$ cat config.mk
export PLATFORM = sky130hd
export DESIGN_NAME = apx_div_cell
export DESIGN_NICKNAME = d
export VERILOG_FILES = /design/src/apx_pkg.sv /design/src/apx_div_cell.sv
export SDC_FILE = /design/constraint.sdc
export NUM_CORES = 1
export LEC_CHECK = 0
export ABC_AREA = 1
export BUFFER_PORTS_ARGS = -buffer_cell sky130_fd_sc_hd__buf_2
export CAP_MARGIN = 15
export CORE_MARGIN = 10
export CORE_UTILIZATION = 43
export DETAILED_ROUTE_END_ITERATION = 8
export GPL_TIMING_DRIVEN = 0
export PLACE_DENSITY_LB_ADDON = 0.08
export SLEW_MARGIN = 30
export SYNTH_ARGS = -nofsm -noshare
export SYNTH_HDL_FRONTEND = slang
export SYNTH_SLANG_ARGS = --single-unit
export TNS_END_PERCENT = 100
$ cat constraint.sdc
create_clock -name clk_i -period 2.7 [get_ports clk_i]
set_clock_uncertainty 0.2 [all_clocks]
set_input_delay 0.27 -clock clk_i [delete_from_list [all_inputs] [get_ports clk_i]]
set_output_delay 0.27 -clock clk_i [all_outputs]
set_load 0.05 [all_outputs]
$ cat src/apx_pkg.sv
// ----------------------------------------------------------------------------
// apx_pkg: shared types and constants of the atan2 approximation unit
// fixed-point formats, polynomial coefficients and the rounding multiply
// ----------------------------------------------------------------------------
`default_nettype none
package apx_pkg;

  localparam int DefInputBits     = 16;
  localparam int DefAngleFracBits = 12;

  // fraction bits of the internal format and quotient width
  localparam int QF = 24;
  localparam int QW = QF + 1;
  localparam int QB = 28;

  typedef logic signed [QB-1:0] q_t;

  localparam q_t Q_ONE  = 28'sd16777216;
  localparam q_t Q_HALF = 28'sd8388608;
  localparam q_t C_0015 = 28'sd251658;
  localparam q_t C_1031 = 28'sd17297310;
  localparam q_t C_0261 = 28'sd4378853;
  localparam q_t C_0333 = 28'sd5586813;
  localparam q_t C_0200 = 28'sd3355443;
  localparam q_t C_0143 = 28'sd2399142;
  localparam q_t C_PI   = 28'sd52707179;
  localparam q_t C_PI2  = 28'sd26353589;

  // per-transaction flags carried along the divider row
  typedef struct packed {
    logic neg;
    logic swap;
    logic pos;
    logic num_pos;
    logic num_neg;
    logic den_neg;
    logic den_zero;
  } sb_t;

  // product rounded to nearest, halves away from zero, symmetric in sign
  function automatic q_t mulq(q_t a, q_t b);
    logic [QB-1:0]   ma;
    logic [QB-1:0]   mb;
    logic [2*QB-1:0] p;
    logic [2*QB-1:0] r;
    q_t              m;
    ma = a[QB-1] ? QB'(-a) : QB'(a);
    mb = b[QB-1] ? QB'(-b) : QB'(b);
    p  = {{QB{1'b0}}, ma} * {{QB{1'b0}}, mb};
    r  = (p + ((2*QB)'(1) << (QF - 1))) >> QF;
    m  = q_t'(r[QB-1:0]);
    return (a[QB-1] != b[QB-1]) ? -m : m;
  endfunction

endpackage
`default_nettype wire

$ cat src/apx_div_cell.sv
// ----------------------------------------------------------------------------
// apx_div_cell: one restoring division step
// resolves one quotient bit and hands remainder and flags to the next cell
// ----------------------------------------------------------------------------
`default_nettype none
module apx_div_cell
  import apx_pkg::*;
#(
  parameter int InputBits = DefInputBits
) (
  input  wire logic                 clk_i,
  input  wire logic                 rst_ni,
  input  wire logic                 en_i,
  input  wire logic                 valid_i,
  input  wire logic [InputBits-1:0] rem_i,
  input  wire logic [InputBits-1:0] div_i,
  input  wire logic                 bit_i,
  input  wire logic [QW-1:0]        quo_i,
  input  wire sb_t                  sb_i,
  output logic                      valid_o,
  output logic [InputBits-1:0]      rem_o,
  output logic [InputBits-1:0]      div_o,
  output logic [QW-1:0]             quo_o,
  output sb_t                       sb_o
);

  logic                 valid_q;
  logic [InputBits-1:0] rem_q, rem_d, div_q;
  logic [QW-1:0]        quo_q, quo_d;
  sb_t                  sb_q;
  logic [InputBits:0]   trial;
  logic [InputBits:0]   diff;

  always_comb begin
    trial = {rem_i, bit_i};
    diff  = trial - {1'b0, div_i};
    if (trial >= {1'b0, div_i}) begin
      rem_d = diff[InputBits-1:0];
      quo_d = {quo_i[QW-2:0], 1'b1};
    end else begin
      rem_d = trial[InputBits-1:0];
      quo_d = {quo_i[QW-2:0], 1'b0};
    end
  end

  always_ff @(posedge clk_i or negedge rst_ni) begin
    if (!rst_ni) begin
      valid_q <= 1'b0;
    end else if (en_i) begin
      valid_q <= valid_i;
    end
  end

  always_ff @(posedge clk_i) begin
    if (en_i) begin
      rem_q <= rem_d;
      div_q <= div_i;
      quo_q <= quo_d;
      sb_q  <= sb_i;
    end
  end

  assign valid_o = valid_q;
  assign rem_o   = rem_q;
  assign div_o   = div_q;
  assign quo_o   = quo_q;
  assign sb_o    = sb_q;

endmodule
`default_nettype wire

# --- Word level (Yosys, flattened, before mapping) ---
# Cells that the tools add are included.
word_totals:
  register_bits: 65
op_classes:
  n_addsub: 1
  n_lt_le_gt_ge: 1
  mux: 2
ops:
  columns: ["cell", "count"]
  rows:
  - ["$ge A17 B16 Y1", 1]
  - ["$mux W16", 1]
  - ["$sub A16 B16 Y16", 1]
  - ["$mux W1", 1]

# --- Longest topological paths before layout ---
logic_depth:
  word_depth: 2
  depth_mapped: 14
  ltp_nobuf: 13

# --- Worst setup path before layout ---
# OpenSTA, ideal clock, no wires.
synth_path:
  path_type: "in2reg"
  from: "input div_i[3]"
  to: "register rem_q[12], in the netlist rem_o[12], data pin"
  setup_time_ns: 0.253
  arrival_time_ns: 1.494
  t_required_ns: 2.247
  slack_ns: 0.754
  cell_stages: 14
  n_path_buf: 2
  cell_sequence: "inv_1 > ha_1 > nand2_1 > inv_1 > nand2_1 > nand2_1 > nand2_1 > nand3_2 > nand2_2 > nand2_2 > buf_6 > buf_12 > nand3_2 > nand2_1"
synth_between:
  elab_chain_len: 2
  elab_cells_between_ends: 3
  cone_classes: "add/sub (1); order compare (1); mux (1)"
synth_rtl:
  columns: ["element", "line", "rtl"]
  rows:
  - ["from (decl)", "apx_div_cell.sv:16", "input wire logic [InputBits-1:0] div_i,"]
  - ["$sub A16 B16 Y16 / $ge A17 B16 Y1 (equally long branches)", "apx_div_cell.sv:36, apx_div_cell.sv:37", null]
  - ["$mux W16 (*)", "apx_div_cell.sv:37", "if (trial >= {1'b0, div_i}) begin"]
  - ["net rem_d[12]", "apx_div_cell.sv:28", "logic [InputBits-1:0] rem_q, rem_d, div_q;"]
  - ["to (signal assigned)", "apx_div_cell.sv:56", "rem_q <= rem_d;"]
  - ["to (decl)", "apx_div_cell.sv:28", null]
# Mark *: on every way through the listed nets, which the timed path passes. The rest lies on a longest branch.
# A chain may end at the register's enable or synchronous reset.

# --- Final worst setup path ---
layout_path:
  from: "input div_i[14]"
  to: "register rem_q[12], in the netlist rem_o[12], data pin"
layout_between:
  elab_chain_len: 2
layout_rtl:
  columns: ["element", "line"]
  rows:
  - ["$ge A17 B16 Y1", "apx_div_cell.sv:37"]
  - ["$mux W16", "apx_div_cell.sv:37"]
  - ["net rem_d[12]", "apx_div_cell.sv:28"]
# The timed path passes the listed nets, and every way through them passes these cells.

==> results.md <==
- Status: completed
- Setup TNS: 0 ps
- Max Slew Vio Count: 0
- Full die area: 11620 um^2
- Layout Area Growth over Synthesis: 44.11%
- First-pass GRT wire length: 14400 um
- Register area share after synthesis: 0.5876
- Worst EP required: 2600 ps
- Count leader, synth: nand2_1
- Endpoints failing hold: 0
- Clock Latency Late Sink: 330 ps
- Reg2reg end: valid_o$_DFFE_PN0P_
- R2R depth: 1
- WP buf/inv: 5
- Layout cells sized above 1: 0.3277
- DP Area: 4100 um^2
- FF-to-FF setup slack: 1760 ps
- Die W: 107.8 um
- Slew @ Worst Pin: 807.8 ps
- Hold Path Stages: 3
- Antenna diodes: 0
- Most used DFF post-synth: edfxtp_1
- Setup-failing EPs final: 0
- CP max-delay cell: dlygate4sd3_1
- CTS max path bufs: 2
- Tcrit/Tclk final: 0.9115
- Fin crit period: 2461 ps
- Port bufs: 132
- Final wirelength: 9149 um
- Drt drc: 0
- H-tree levels: 3
- Cell Rows: 31
- Total grt overflow: 0
- Yosys top cell area share: 0.5801
- Routability cong.: 0.8348
- WL per Instance: 14.52 um
- Number of synthesized register bits: 65
- ANT nets after route: 0
- RSZ-0062 raised after global routing: false
- Clock transition at the registers of the reported paths: 80 ps
- Worst path top cell family by delay: buffers and inverters
- Design Area, Final: 4775 um^2
- All-Layer GR Usage: 0.1583
- Antenna violations before repair: 0
- Largest net degree at the start of global routing: 66
- Syn nets: 421
- WP data arrival: 2360 ps
- Initial core utilization: 0.4496
- Chip height: 107.8 um
- Worst hold start: rem_i[1]
- Final Hold Slack: 13.58 ps
- Number of global-route vias before repair: 2873
- Leak: 2.391 nW
- Root Buffer: clkbuf_8
- Maxcap violations: 0
- Vias: 2826
- Fmax achieved: 0.4063 GHz
- Num CTS Buffers: 9
- WHS Endpoint: rem_o[2]$_DFFE_PP_
- Start of the worst register-to-register path: valid_o$_DFFE_PN0P_
- Nets: 613
- CP max FO: 10
- Iteration-0 DRC Markers: 115
- DRT Pass-1 Iters: 4
- Top Ports: 134
- Most used cell, CP: nor2_1
- Synthesized area: 3313 um^2
- TritonCTS clock tree: built
- Async SR Flop Fraction: 0.01538
- Total number of yosys warnings: 0
- Filler Cells Inserted: 626
- Slew headroom: 0.4614
- Syn Area/Cell: 9.890 um^2
- Core box area: 7370 um^2
- Post-synth EDFFs: 64
- PwrDens: 611.1 nW/um^2
- Crit Path Class: input port to flip-flop
- Area leader, netlist: edfxtp_1
- Worst hold path type: input port to flip-flop
- Crit path largest cell delay: 520 ps
- Post-synth cell types: 26
- Max rail drop VDD: 0.2576 mV
- Critical path endpoint category: flip-flop
- Synth cell count leaders: nand2_1 (110), edfxtp_1 (64), inv_1 (58)
- Clock sink total: 65
- CP Cell Sequence: dlygate4sd3_1 -> buf_2 -> inv_1 -> ha_1 -> a21oi_1 -> nor2_1 -> nor2_1 -> nand2_1 -> nor2_1 -> nand2_2 -> buf_6 -> buf_12 -> nand3_2 -> nand2_1
- Top cells by area, synth: edfxtp_1 (58%), nand2_1 (12%), inv_1 (6.6%), ha_1 (6.0%), nand2_2 (2.3%)
- CP Launch Type: input port
- Post-DP HPWL: 6750 um
- Post-Synthesis Cells: 335
- Via density per instance: 4.486
## layer usage
metal | GRT usage | part of all wire | vias up
li1 | - | - | 1459
met1 | 0.1882 | 0.43 | 1262
met2 | 0.2619 | 0.47 | 94
met3 | 0.05030 | 0.085 | 11
met4 | 0.05725 | 0.014 | 0
met5 | 0 | 0 | -
## sequential cells by signal, summed over array words and instances, names as in the netlist
| signal | cells |
|---|---|
| quo_o | 25 |
| div_o | 16 |
| rem_o | 16 |
| valid_o | 1 |
| sb_o | 7 |
## layout by cell type (no fill, tap or decap), drive strengths merged, types with 2 or more instances in the layout
cell,n
clkinvlp,2
clkinv,3
nand4,4
edfxtp,64
o21ai,2
a21oi,9
dlygate4sd3,49
nand3,19
ha,16
nor3,2
buf,135
xor2,5
nand2,122
inv,60
nand3b,2
nor2,19
clkbuf,9
and2,2
## layout make-up
class | instances | area (um^2) | share of cell area
flip-flops and latches | 65 | 1947 | 0.4078
repair buffers | 181 | 1154 | 0.2416
multi-input cells | 207 | 1102 | 0.2309
inverters | 60 | 225.2 | 0.04717
clock buffers | 9 | 123.9 | 0.02594
well taps | 99 | 123.9 | 0.02594
clock inverters | 6 | 60.06 | 0.01258
plain buffers | 3 | 38.79 | 0.008124
## power by group
group / switching, W / total [W] / internal, W
sequential: 0.0000217 / 0.00125 / 0.00123
combinational: 0.000619 / 0.000880 / 0.000260
clock: 0.000376 / 0.000791 / 0.000416
total: 0.00102 / 0.00292 / 0.00190
## worst max path at each step
stage                    from                  end  slack [ps]  cells after the start
CTS                 div_i[14]  rem_o[12]$_DFFE_PP_         220                     14
finish              div_i[14]  rem_o[12]$_DFFE_PP_         240                     14
global route         div_i[7]  rem_o[14]$_DFFE_PP_          60                     14
floorplan            div_i[3]  rem_o[12]$_DFFE_PP_         750                     14
detailed placement   div_i[2]  rem_o[11]$_DFFE_PP_         410                     13
global placement     div_i[2]  rem_o[11]$_DFFE_PP_         400                     13
## stage by stage
| stage | instances | total power, W | utilization | setup WS, ps |
|---|---|---|---|---|
| after global routing | 630 | 0.003058 | 0.6479 | 60.00 |
| after detailed placement | 566 | 0.002096 | 0.5564 | 407.8 |
| after CTS | 630 | 0.002947 | 0.6479 | 221.0 |
| after global placement | 566 | 0.002088 | 0.5560 | 400.3 |
| final | 630 | 0.002918 | 0.6479 | 238.9 |
| after floorplan | 335 | 0.001870 | - | 753.6 |
## kinds of logic after synthesis
group | Yosys count | share of synthesized area
simple gates | 171 | 0.2281
flops | 65 | 0.5876
buf+inv | 63 | 0.07968
fa+ha+maj | 17 | 0.06646
compound gates | 12 | 0.01888
xor+xnor | 6 | 0.01586
mux | 1 | 0.003399
## what timing repair did
item | in CTS | in global routing
hold buffers | 49 | 0
gates resized for setup | 0 | 0
buffers inserted | 0 | 0
hold endpoints to repair | 49 | 0
Power figures use the tool's default switching activity.
